[config.mk]
export PLATFORM = sky130hd
export DESIGN_NAME = rational_arith_unit
export DESIGN_NICKNAME = d
export VERILOG_FILES = /design/src/hdl/rau_pkg.sv /design/src/hdl/rational_arith_unit.sv
export VERILOG_INCLUDE_DIRS = /design/src /design/src/hdl
export SDC_FILE = /design/constraint.sdc
export NUM_CORES = 2
export LEC_CHECK = 0
export BUFFER_PORTS_ARGS = -buffer_cell sky130_fd_sc_hd__buf_4
export CORE_ASPECT_RATIO = 0.7
export CORE_MARGIN = 2
export CORE_UTILIZATION = 35
export CTS_CLUSTER_SIZE = 20
export DETAILED_ROUTE_END_ITERATION = 16
export SYNTH_ARGS = -nofsm -noshare
export SYNTH_HDL_FRONTEND = slang
export SYNTH_SLANG_ARGS = --single-unit
export TNS_END_PERCENT = 1
[constraint.sdc]
create_clock -name clk_i -period 8.95 [get_ports clk_i]
set_input_delay 1.79 -clock clk_i [delete_from_list [all_inputs] [get_ports clk_i]]
set_output_delay 1.79 -clock clk_i [all_outputs]
set_load 0.005 [all_outputs]
[src/hdl/rational_arith_unit_macros.svh]
// assertion macros for the rational arithmetic unit
// used by rational_arith_unit.sv; expects clk_i and rst_ni in scope
`ifndef RATIONAL_ARITH_UNIT_MACROS_SVH
`define RATIONAL_ARITH_UNIT_MACROS_SVH

// plain property checked every clock outside reset
`define RAU_ASSERT(lbl, prop, msg) \
  lbl: assert property (@(posedge clk_i) disable iff (!rst_ni) (prop)) else $error(msg);

// same-cycle implication
`define RAU_ASSERT_IMP(lbl, ante, cons, msg) \
  lbl: assert property (@(posedge clk_i) disable iff (!rst_ni) (ante) |-> (cons)) \
    else $error(msg);

// next-cycle implication
`define RAU_ASSERT_NXT(lbl, ante, cons, msg) \
  lbl: assert property (@(posedge clk_i) disable iff (!rst_ni) (ante) |=> (cons)) \
    else $error(msg);

`endif

[src/hdl/rau_pkg.sv]
// shared types and codes of the rational arithmetic unit
// no dependencies
package rau_pkg;

  localparam int unsigned ValueBits = 32;

  localparam logic [2:0] OpAdd = 3'd0;
  localparam logic [2:0] OpSub = 3'd1;
  localparam logic [2:0] OpMul = 3'd2;
  localparam logic [2:0] OpDiv = 3'd3;
  localparam logic [2:0] OpLt  = 3'd4;
  localparam logic [2:0] OpEq  = 3'd5;

  localparam logic [1:0] StOk      = 2'd0;
  localparam logic [1:0] StZeroDen = 2'd1;
  localparam logic [1:0] StDivZero = 2'd2;
  localparam logic [1:0] StOverflow = 2'd3;

  typedef enum logic [3:0] {
    S_IDLE, S_RED, S_GTWO, S_GXODD, S_GLOOP, S_GSHL,
    S_DIV, S_NEXT, S_MLOAD, S_MUL, S_COMB, S_OUT
  } state_e;

  typedef enum logic [1:0] {
    PH_A, PH_B, PH_R
  } phase_e;

  typedef struct packed {
    logic [2:0]         op;
    logic signed [31:0] a_num;
    logic signed [31:0] a_den;
    logic signed [31:0] b_num;
    logic signed [31:0] b_den;
  } in_t;

  typedef struct packed {
    logic signed [31:0] res_num;
    logic [30:0]        res_den;
    logic               cmp_true;
    logic [1:0]         status;
  } out_t;

endpackage

[src/hdl/rational_arith_unit.sv]
// Rational arithmetic unit: add, subtract, multiply, divide and compare
// two fractions, every operand and every fraction result reduced to lowest
// terms by binary gcd. One word at a time; a word with a bad op or a zero
// denominator goes straight to the result. The work is done by the
// bit-serial restoring divider (two quotients per reduction, up to three
// reductions), the shared shift-subtract gcd engine (data dependent) and the
// bit-serial multiplier (up to three products).
// Depends on rau_pkg and rational_arith_unit_macros.svh.
module rational_arith_unit #(
  parameter int unsigned VALUE_BITS = rau_pkg::ValueBits
) (
  input  logic          clk_i,
  input  logic          rst_ni,
  input  logic          in_valid_i,
  output logic          in_ready_o,
  input  rau_pkg::in_t  in_data_i,
  output logic          out_valid_o,
  input  logic          out_ready_i,
  output rau_pkg::out_t out_data_o
);
  import rau_pkg::*;

  localparam int unsigned W  = VALUE_BITS;
  localparam int unsigned DW = 2 * W;
  localparam int unsigned SW = $clog2(DW);
  localparam int unsigned MW = $clog2(W);
  localparam logic [DW-1:0] Lim = DW'(1) << (W - 1);

  function automatic logic [W-1:0] mag_w(input logic [W-1:0] v);
    return v[W-1] ? (~v) + W'(1) : v;
  endfunction

  state_e state_q, state_d;
  phase_e phase_q;

  logic [2:0]    op_q;
  logic [W-1:0]  bn_raw_q, bd_raw_q;
  logic [W-1:0]  am_q, adn_q, bm_q, bdn_q;
  logic          aneg_q, bneg_q;
  logic [DW-1:0] rm_q, rd_q;
  logic          rneg_q;
  logic [DW-1:0] gx_q, gy_q;
  logic [SW-1:0] gsh_q;
  logic [DW-1:0] dq_q, drem_q;
  logic [SW-1:0] dcnt_q;
  logic          dsel_q;
  logic [DW-1:0] mc_q, acc_q;
  logic [W-1:0]  ml_q;
  logic [MW-1:0] mcnt_q;
  logic [1:0]    k_q;
  logic [DW-1:0] p_q [3];
  logic signed [31:0] rnum_q;
  logic [30:0]   rden_q;
  logic          cmp_q;
  logic [1:0]    st_q;

  logic [W-1:0] in_an, in_ad;
  assign in_an = in_data_i.a_num[W-1:0];
  assign in_ad = in_data_i.a_den[W-1:0];

  logic accept, bad_op, zero_den;
  assign accept   = in_valid_i && in_ready_o;
  assign bad_op   = in_data_i.op > OpEq;
  assign zero_den = (in_ad == '0) || (in_data_i.b_den[W-1:0] == '0);

  // divider step
  logic [DW:0]   rem_sh;
  logic          div_ge;
  logic [DW-1:0] rem_nx, quo_nx;
  assign rem_sh = {drem_q, dq_q[DW-1]};
  assign div_ge = rem_sh >= {1'b0, gx_q};
  assign rem_nx = div_ge ? DW'(rem_sh - {1'b0, gx_q}) : rem_sh[DW-1:0];
  assign quo_nx = {dq_q[DW-2:0], div_ge};
  logic div_last;
  assign div_last = dcnt_q == SW'(DW - 1);

  // multiplier step
  logic [DW-1:0] acc_nx;
  assign acc_nx = ml_q[0] ? acc_q + mc_q : acc_q;
  logic mul_last, k_last;
  assign mul_last = mcnt_q == MW'(W - 1);
  assign k_last = (op_q == OpAdd || op_q == OpSub) ? (k_q == 2'd2) : (k_q == 2'd1);

  logic [W-1:0] mx, my;
  always_comb begin
    unique case (k_q)
      2'd0: begin
        mx = am_q;
        my = (op_q == OpMul) ? bm_q : bdn_q;
      end
      2'd1: begin
        mx = (op_q == OpMul || op_q == OpDiv) ? adn_q : bm_q;
        my = (op_q == OpMul) ? bdn_q : (op_q == OpDiv) ? bm_q : adn_q;
      end
      default: begin
        mx = adn_q;
        my = bdn_q;
      end
    endcase
  end

  logic fits;
  logic [W-1:0] rnum_w;
  assign fits = (rneg_q ? (rm_q <= Lim) : (rm_q < Lim)) && (rd_q < Lim);
  assign rnum_w = rneg_q ? (~rm_q[W-1:0]) + W'(1) : rm_q[W-1:0];

  logic signed [DW:0] lt_l, lt_r;
  assign lt_l = aneg_q ? -$signed({1'b0, p_q[0]}) : $signed({1'b0, p_q[0]});
  assign lt_r = bneg_q ? -$signed({1'b0, p_q[1]}) : $signed({1'b0, p_q[1]});

  logic          sub_yn;
  logic [DW-1:0] p0, p1;
  assign p0 = p_q[0];
  assign p1 = p_q[1];
  assign sub_yn = (op_q == OpSub) ? !bneg_q : bneg_q;

  // next state
  always_comb begin
    state_d = state_q;
    unique case (state_q)
      S_IDLE: begin
        if (accept) state_d = (bad_op || zero_den) ? S_OUT : S_RED;
      end
      S_RED:   state_d = (rm_q == '0) ? S_NEXT : S_GTWO;
      S_GTWO:  if (gx_q[0] || gy_q[0]) state_d = S_GXODD;
      S_GXODD: if (gx_q[0]) state_d = S_GLOOP;
      S_GLOOP: if (gy_q == '0) state_d = S_GSHL;
      S_GSHL:  if (gsh_q == '0) state_d = S_DIV;
      S_DIV:   if (div_last && dsel_q) state_d = S_NEXT;
      S_NEXT: begin
        priority case (phase_q)
          PH_A: state_d = S_RED;
          PH_B: begin
            if (op_q == OpEq || (op_q == OpDiv && rm_q == '0)) state_d = S_OUT;
            else state_d = S_MLOAD;
          end
          default: state_d = S_OUT;
        endcase
      end
      S_MLOAD: state_d = S_MUL;
      S_MUL:   if (mul_last) state_d = k_last ? S_COMB : S_MLOAD;
      S_COMB:  state_d = (op_q == OpLt) ? S_OUT : S_RED;
      S_OUT:   if (out_ready_i) state_d = S_IDLE;
      default: state_d = S_IDLE;
    endcase
  end

  // outputs
  always_comb begin
    in_ready_o  = state_q == S_IDLE;
    out_valid_o = state_q == S_OUT;
    out_data_o.res_num  = rnum_q;
    out_data_o.res_den  = rden_q;
    out_data_o.cmp_true = cmp_q;
    out_data_o.status   = st_q;
  end

  always_ff @(posedge clk_i or negedge rst_ni) begin
    if (!rst_ni) begin
      state_q <= S_IDLE;
    end else begin
      state_q <= state_d;
    end
  end

  always_ff @(posedge clk_i) begin
    unique case (state_q)
      S_IDLE: begin
        if (accept) begin
          op_q     <= in_data_i.op;
          bn_raw_q <= in_data_i.b_num[W-1:0];
          bd_raw_q <= in_data_i.b_den[W-1:0];
          rm_q     <= DW'(mag_w(in_an));
          rd_q     <= DW'(mag_w(in_ad));
          rneg_q   <= in_an[W-1] ^ in_ad[W-1];
          phase_q  <= PH_A;
          rnum_q   <= '0;
          rden_q   <= '0;
          cmp_q    <= 1'b0;
          st_q     <= (!bad_op && zero_den) ? StZeroDen : StOk;
        end
      end
      S_RED: begin
        if (rm_q == '0) begin
          rd_q   <= DW'(1);
          rneg_q <= 1'b0;
        end
        gx_q  <= rm_q;
        gy_q  <= rd_q;
        gsh_q <= '0;
      end
      S_GTWO: begin
        if (!gx_q[0] && !gy_q[0]) begin
          gx_q  <= gx_q >> 1;
          gy_q  <= gy_q >> 1;
          gsh_q <= gsh_q + SW'(1);
        end
      end
      S_GXODD: if (!gx_q[0]) gx_q <= gx_q >> 1;
      S_GLOOP: begin
        if (gy_q != '0) begin
          if (!gy_q[0]) begin
            gy_q <= gy_q >> 1;
          end else if (gx_q > gy_q) begin
            gx_q <= gy_q;
            gy_q <= gx_q - gy_q;
          end else begin
            gy_q <= gy_q - gx_q;
          end
        end
      end
      S_GSHL: begin
        // restore the common power of two, divider setup on the way out
        if (gsh_q != '0) begin
          gx_q  <= gx_q << 1;
          gsh_q <= gsh_q - SW'(1);
        end
        dq_q   <= rm_q;
        drem_q <= '0;
        dcnt_q <= '0;
        dsel_q <= 1'b0;
      end
      S_DIV: begin
        if (div_last) begin
          drem_q <= '0;
          dcnt_q <= '0;
          if (!dsel_q) begin
            rm_q   <= quo_nx;
            dq_q   <= rd_q;
            dsel_q <= 1'b1;
          end else begin
            rd_q <= quo_nx;
            dq_q <= quo_nx;
          end
        end else begin
          drem_q <= rem_nx;
          dq_q   <= quo_nx;
          dcnt_q <= dcnt_q + SW'(1);
        end
      end
      S_NEXT: begin
        priority case (phase_q)
          PH_A: begin
            am_q    <= rm_q[W-1:0];
            adn_q   <= rd_q[W-1:0];
            aneg_q  <= rneg_q;
            rm_q    <= DW'(mag_w(bn_raw_q));
            rd_q    <= DW'(mag_w(bd_raw_q));
            rneg_q  <= bn_raw_q[W-1] ^ bd_raw_q[W-1];
            phase_q <= PH_B;
          end
          PH_B: begin
            bm_q   <= rm_q[W-1:0];
            bdn_q  <= rd_q[W-1:0];
            bneg_q <= rneg_q;
            k_q    <= '0;
            if (op_q == OpEq) begin
              cmp_q <= (aneg_q == rneg_q) && (am_q == rm_q[W-1:0])
                       && (adn_q == rd_q[W-1:0]);
            end else if (op_q == OpDiv && rm_q == '0) begin
              st_q <= StDivZero;
            end
          end
          default: begin
            if (fits) begin
              rnum_q <= 32'($signed(rnum_w));
              rden_q <= 31'(rd_q[W-2:0]);
            end else begin
              st_q <= StOverflow;
            end
          end
        endcase
      end
      S_MLOAD: begin
        mc_q   <= DW'(mx);
        ml_q   <= my;
        acc_q  <= '0;
        mcnt_q <= '0;
      end
      S_MUL: begin
        acc_q  <= acc_nx;
        mc_q   <= mc_q << 1;
        ml_q   <= ml_q >> 1;
        mcnt_q <= mcnt_q + MW'(1);
        if (mul_last) begin
          p_q[k_q] <= acc_nx;
          k_q      <= k_q + 2'd1;
        end
      end
      S_COMB: begin
        phase_q <= PH_R;
        if (op_q == OpLt) begin
          cmp_q <= lt_l < lt_r;
        end else if (op_q == OpAdd || op_q == OpSub) begin
          rd_q <= p_q[2];
          if (aneg_q == sub_yn) begin
            rneg_q <= aneg_q;
            rm_q   <= p0 + p1;
          end else if (p0 >= p1) begin
            rneg_q <= aneg_q;
            rm_q   <= p0 - p1;
          end else begin
            rneg_q <= sub_yn;
            rm_q   <= p1 - p0;
          end
        end else begin
          rneg_q <= aneg_q ^ bneg_q;
          rm_q   <= p0;
          rd_q   <= p1;
        end
      end
      default: ;
    endcase
  end

`include "rational_arith_unit_macros.svh"

  `RAU_ASSERT(a_one_word, !(out_valid_o && in_ready_o), "accepting while result pending")
  `RAU_ASSERT_IMP(a_err_zero, out_valid_o && (out_data_o.status != StOk), (out_data_o.res_num == 0) && (out_data_o.res_den == 0), "fraction not cleared on error")
  `RAU_ASSERT_IMP(a_cmp_nofrac, out_valid_o && out_data_o.cmp_true, (out_data_o.res_num == 0) && (out_data_o.status == StOk), "compare result carries a fraction")
  `RAU_ASSERT_NXT(a_accept_busy, in_valid_i && in_ready_o, !in_ready_o, "ready held after accept")

endmodule
==> results.ini <==
[outcome]
status = finished, final reports clean

[critical_path]
reg2reg_slack_ps = 2050
crit_top_cell = a21o_1
endpoint_kind = flop
cp_slowest_stage_delay_ps = 630
cpLargestDelayFamily = simple AND/OR/NAND/NOR gates
r2r_start = p_q[1][2]
crit_type = reg2reg
critPathMaxFanout = 7
start_kind = flop
r2r_end = cmp_q
cp_slowest_cell = or4_1
required_ps = 9530
worst-endpoint-arrival_ps = 7480
cp.buffers_inverters = 0
r2r_cells = 26

[drt]
routed_wl_um = 347000
ant_nets = 0
firstDrtPassIters = 9
wl_per_cell_um = 30.3
vias_per_cell = 6.30
drt_iter0_markers = 12100
num_vias = 72100
drc = 0

[cts]
postCtsResizedCells = 0
cts_buffer_depth = 3
h-tree-depth = 3
cts_buffers = 110
clock_sinks = 1026
cts_tree = yes
cts_root_buffer = clkbuf_16
clk_pin_slew_ps = 70
insertion_delay_ps = 800
cts_hold_buf = 0
postCtsSetupBuffers = 0

[global_routing]
grt_pass1_vias = 65500
grtUsageTotal_pct = 29.5
grt_pass1_wl_um = 489000
grt_max_degree = 94
grt.overflow.total = 0
antenna_found_initial = 35

[sta]
clock_skew_ps = 92.4
setup_viol = 0
fin_ws_ps = 2050
timing.fmax_mhz = 145
fin_setup_tns_ps = 0
min_period_ps = 6900
hold_viol = 0
tightestPinTransition_ps = 1240
maxSlewHeadroom_pct = 14.8
rsz0062_at_grt = false
post-route-period-util_pct = 77.1
slew_viol_final = 0

[floorplan]
initial_core_util_pct = 35.1
die_area_um2 = 227000
die_y_um = 399
ios = 203
rows = 145
die_w_um = 569
core_region_area_um2 = 223000

[finish]
fillers = 22000
nets = 9056
seqCellArea_um2 = 30800
syn_to_final_growth_pct = 11.0
drive_gt1_share_pct = 9.10
multi_input_area_um2 = 44300
fin_util_pct = 39.0

[synth]
synth_nets = 9070
synth_edf_count = 1022
synthArstFlopShare_pct = 0.390
synthesis.area_um2 = 78200
yosysWarnings = 0
synth_flop_cell = edfxtp_1
synth_cells = 8401
ys_seq_area_share_pct = 39.4
synth.avg_cell_area_um2 = 9.31
ys_ff_latch = 1026
synthDistinctLibCells = 97

[place]
dp_slack_ps = 2100
place_congestion = 1.05
place_hpwl_um = 270000
numPortBuffers = 202

[worst_hold_path]
min-delay-start = mc_q[40]
worstHoldPathType = reg2reg
hold_end = mc_q[41]
min_path_cells = 1

[power]
powerDensity_nw_per_um2 = 373
leakage_nw = 32.7
vdd_drop_max_mv = 0.325

[job]
cap_violations = 0

## per-layer routing
metal / track usage (%) / share of wire [%] / vias up
met5: 0.586 / 0.078 / -
met4: 5.91 / 2.2 / 22
met3: 11.0 / 16 / 447
met2: 35.8 / 35 / 4675
met1: 47.1 / 47 / 35500
li1: - / - / 31400
## how the worst max path moves through the flow
stage | startpoint | end | cells past startpoint
finish | p_q[1][2] | cmp_q | 26
detailed placement | p_q[1][2] | cmp_q | 26
floorplan | state_q[1] | acc_q[0] | 3
CTS | p_q[1][2] | cmp_q | 26
global placement | p_q[1][2] | cmp_q | 26
global route | p_q[0][1] | cmp_q | 24
## power breakdown
group / internal (mW) / switching, mW
logic: 5.88 / 12.5
clock network: 2.70 / 2.25
registers: 7.46 / 1.62
## cell type report
type,count,area share (%)
Inverter,429,1.85
Tap cell,2940,4.24
Clock buffer,126,3.26
Sequential cell,1026,35.5
Multi-Input combinational cell,6467,51.0
Timing Repair Buffer,353,3.07
Clock inverter,81,1.07
Antenna cell,13,0.0375
## stage by stage
| stage | cell area [µm²] | hold WS, ps | cells | total power [mW] |
|---|---|---|---|---|
| floorplan | 78200 | 443 | 8401 | 19.8 |
| global placement | 83000 | 569 | 11200 | 26.4 |
| CTS | 86800 | 588 | 11400 | 31.5 |
| detailed placement | 83000 | 575 | 11200 | 26.5 |
| finish | 86800 | 580 | 11400 | 32.4 |
| global route | 86800 | 583 | 11400 | 33.8 |
## synth_stat cells, types with 114 or more instances
master,n,area (µm²)
o31ai_1,115,863
a21o_1,183,1370
edfxtp_1,1022,30700
xor2_1,191,1670
o21ai_1,159,796
o21ai_0,442,2210
mux2i_1,293,2930
nand4_1,131,820
a31oi_1,114,713
nor2_1,570,2140
xnor2_1,400,3500
clkbuf_1,419,1570
a21oi_1,705,3530
nor3_1,122,611
ha_1,526,6580
nand2_1,774,2910
o21bai_1,119,893
inv_1,394,1480
mux2_2,122,1370
a22oi_1,156,1170
## kinds of logic (layout without fill, tap and decap cells)
logic type                 Yosys count  after routing  synth area share, %
muxes                              416            416                 5.52
AOI/OAI and AO/OA                 2642           2642                 21.7
adders and majority gates          534            534                 8.62
other                                0             13                    0
xor gates and xnor gates           591            591                 6.62
DFF                               1026           1026                 39.4
and+or+nand+nor                   2284           2284                 13.8
buffers and inverters              908            989                 4.37
## sequential cells by signal (all words and copies together) (netlist names), 6 cells and up
register / cells
p_q: 192
acc_q: 64
dq_q: 64
drem_q: 64
gx_q: 64
gy_q: 64
mc_q: 64
rd_q: 64
rm_q: 64
adn_q: 32
am_q: 32
bd_raw_q: 32
bdn_q: 32
bm_q: 32
bn_raw_q: 32
ml_q: 32
rnum_q: 32
rden_q: 31
dcnt_q: 6
gsh_q: 6
## layout by cell type, fill, tap and decap left out, types with 42 or more instances in the layout
master	Yosys	routed
a211oi_1	99	98
a21o_1	183	183
a21oi_1	705	703
a222oi_1	83	83
a22oi_1	156	156
a31oi_1	114	114
and2_1	110	110
and3_1	68	64
buf_4	1	352
clkbuf_16	0	111
edfxtp_1	1022	1022
ha_1	526	524
inv_1	394	391
mux2_2	122	122
mux2i_1	293	292
nand2_1	774	765
nand2b_1	64	62
nand3_1	111	110
nand4_1	131	131
nor2_1	570	557
nor2b_1	59	58
nor3_1	122	119
nor4_1	106	106
o211ai_1	42	42
o21a_1	46	45
o21ai_0	442	442
o21ai_1	159	158
o21bai_1	119	119
o22ai_1	90	90
o31ai_1	115	115
o41ai_1	48	48
or3_1	59	59
xnor2_1	400	399
xor2_1	191	190
## worst register-to-register path, cell delays in order, from the launching register on
cell and delay [ps]:
edfxtp_1 520, or3_1 460, or4_4 470, or3_4 420, or2_4 300, nand2b_4 170, nand2b_4 180, nand2b_4 160
or4_4 450, or4_1 630, o21a_1 310, a21oi_1 200, xnor2_1 110, ha_1 200, a21o_1 160, a21o_1 180
a21o_1 180, a21o_1 170, a21oi_1 140, nor2b_1 60, o211ai_1 160, a31oi_1 190, nor4_1 390, o2111ai_1 160
nand4_1 140, o211ai_1 130, o21ai_0 120
Power figures use the tool's default switching activity.
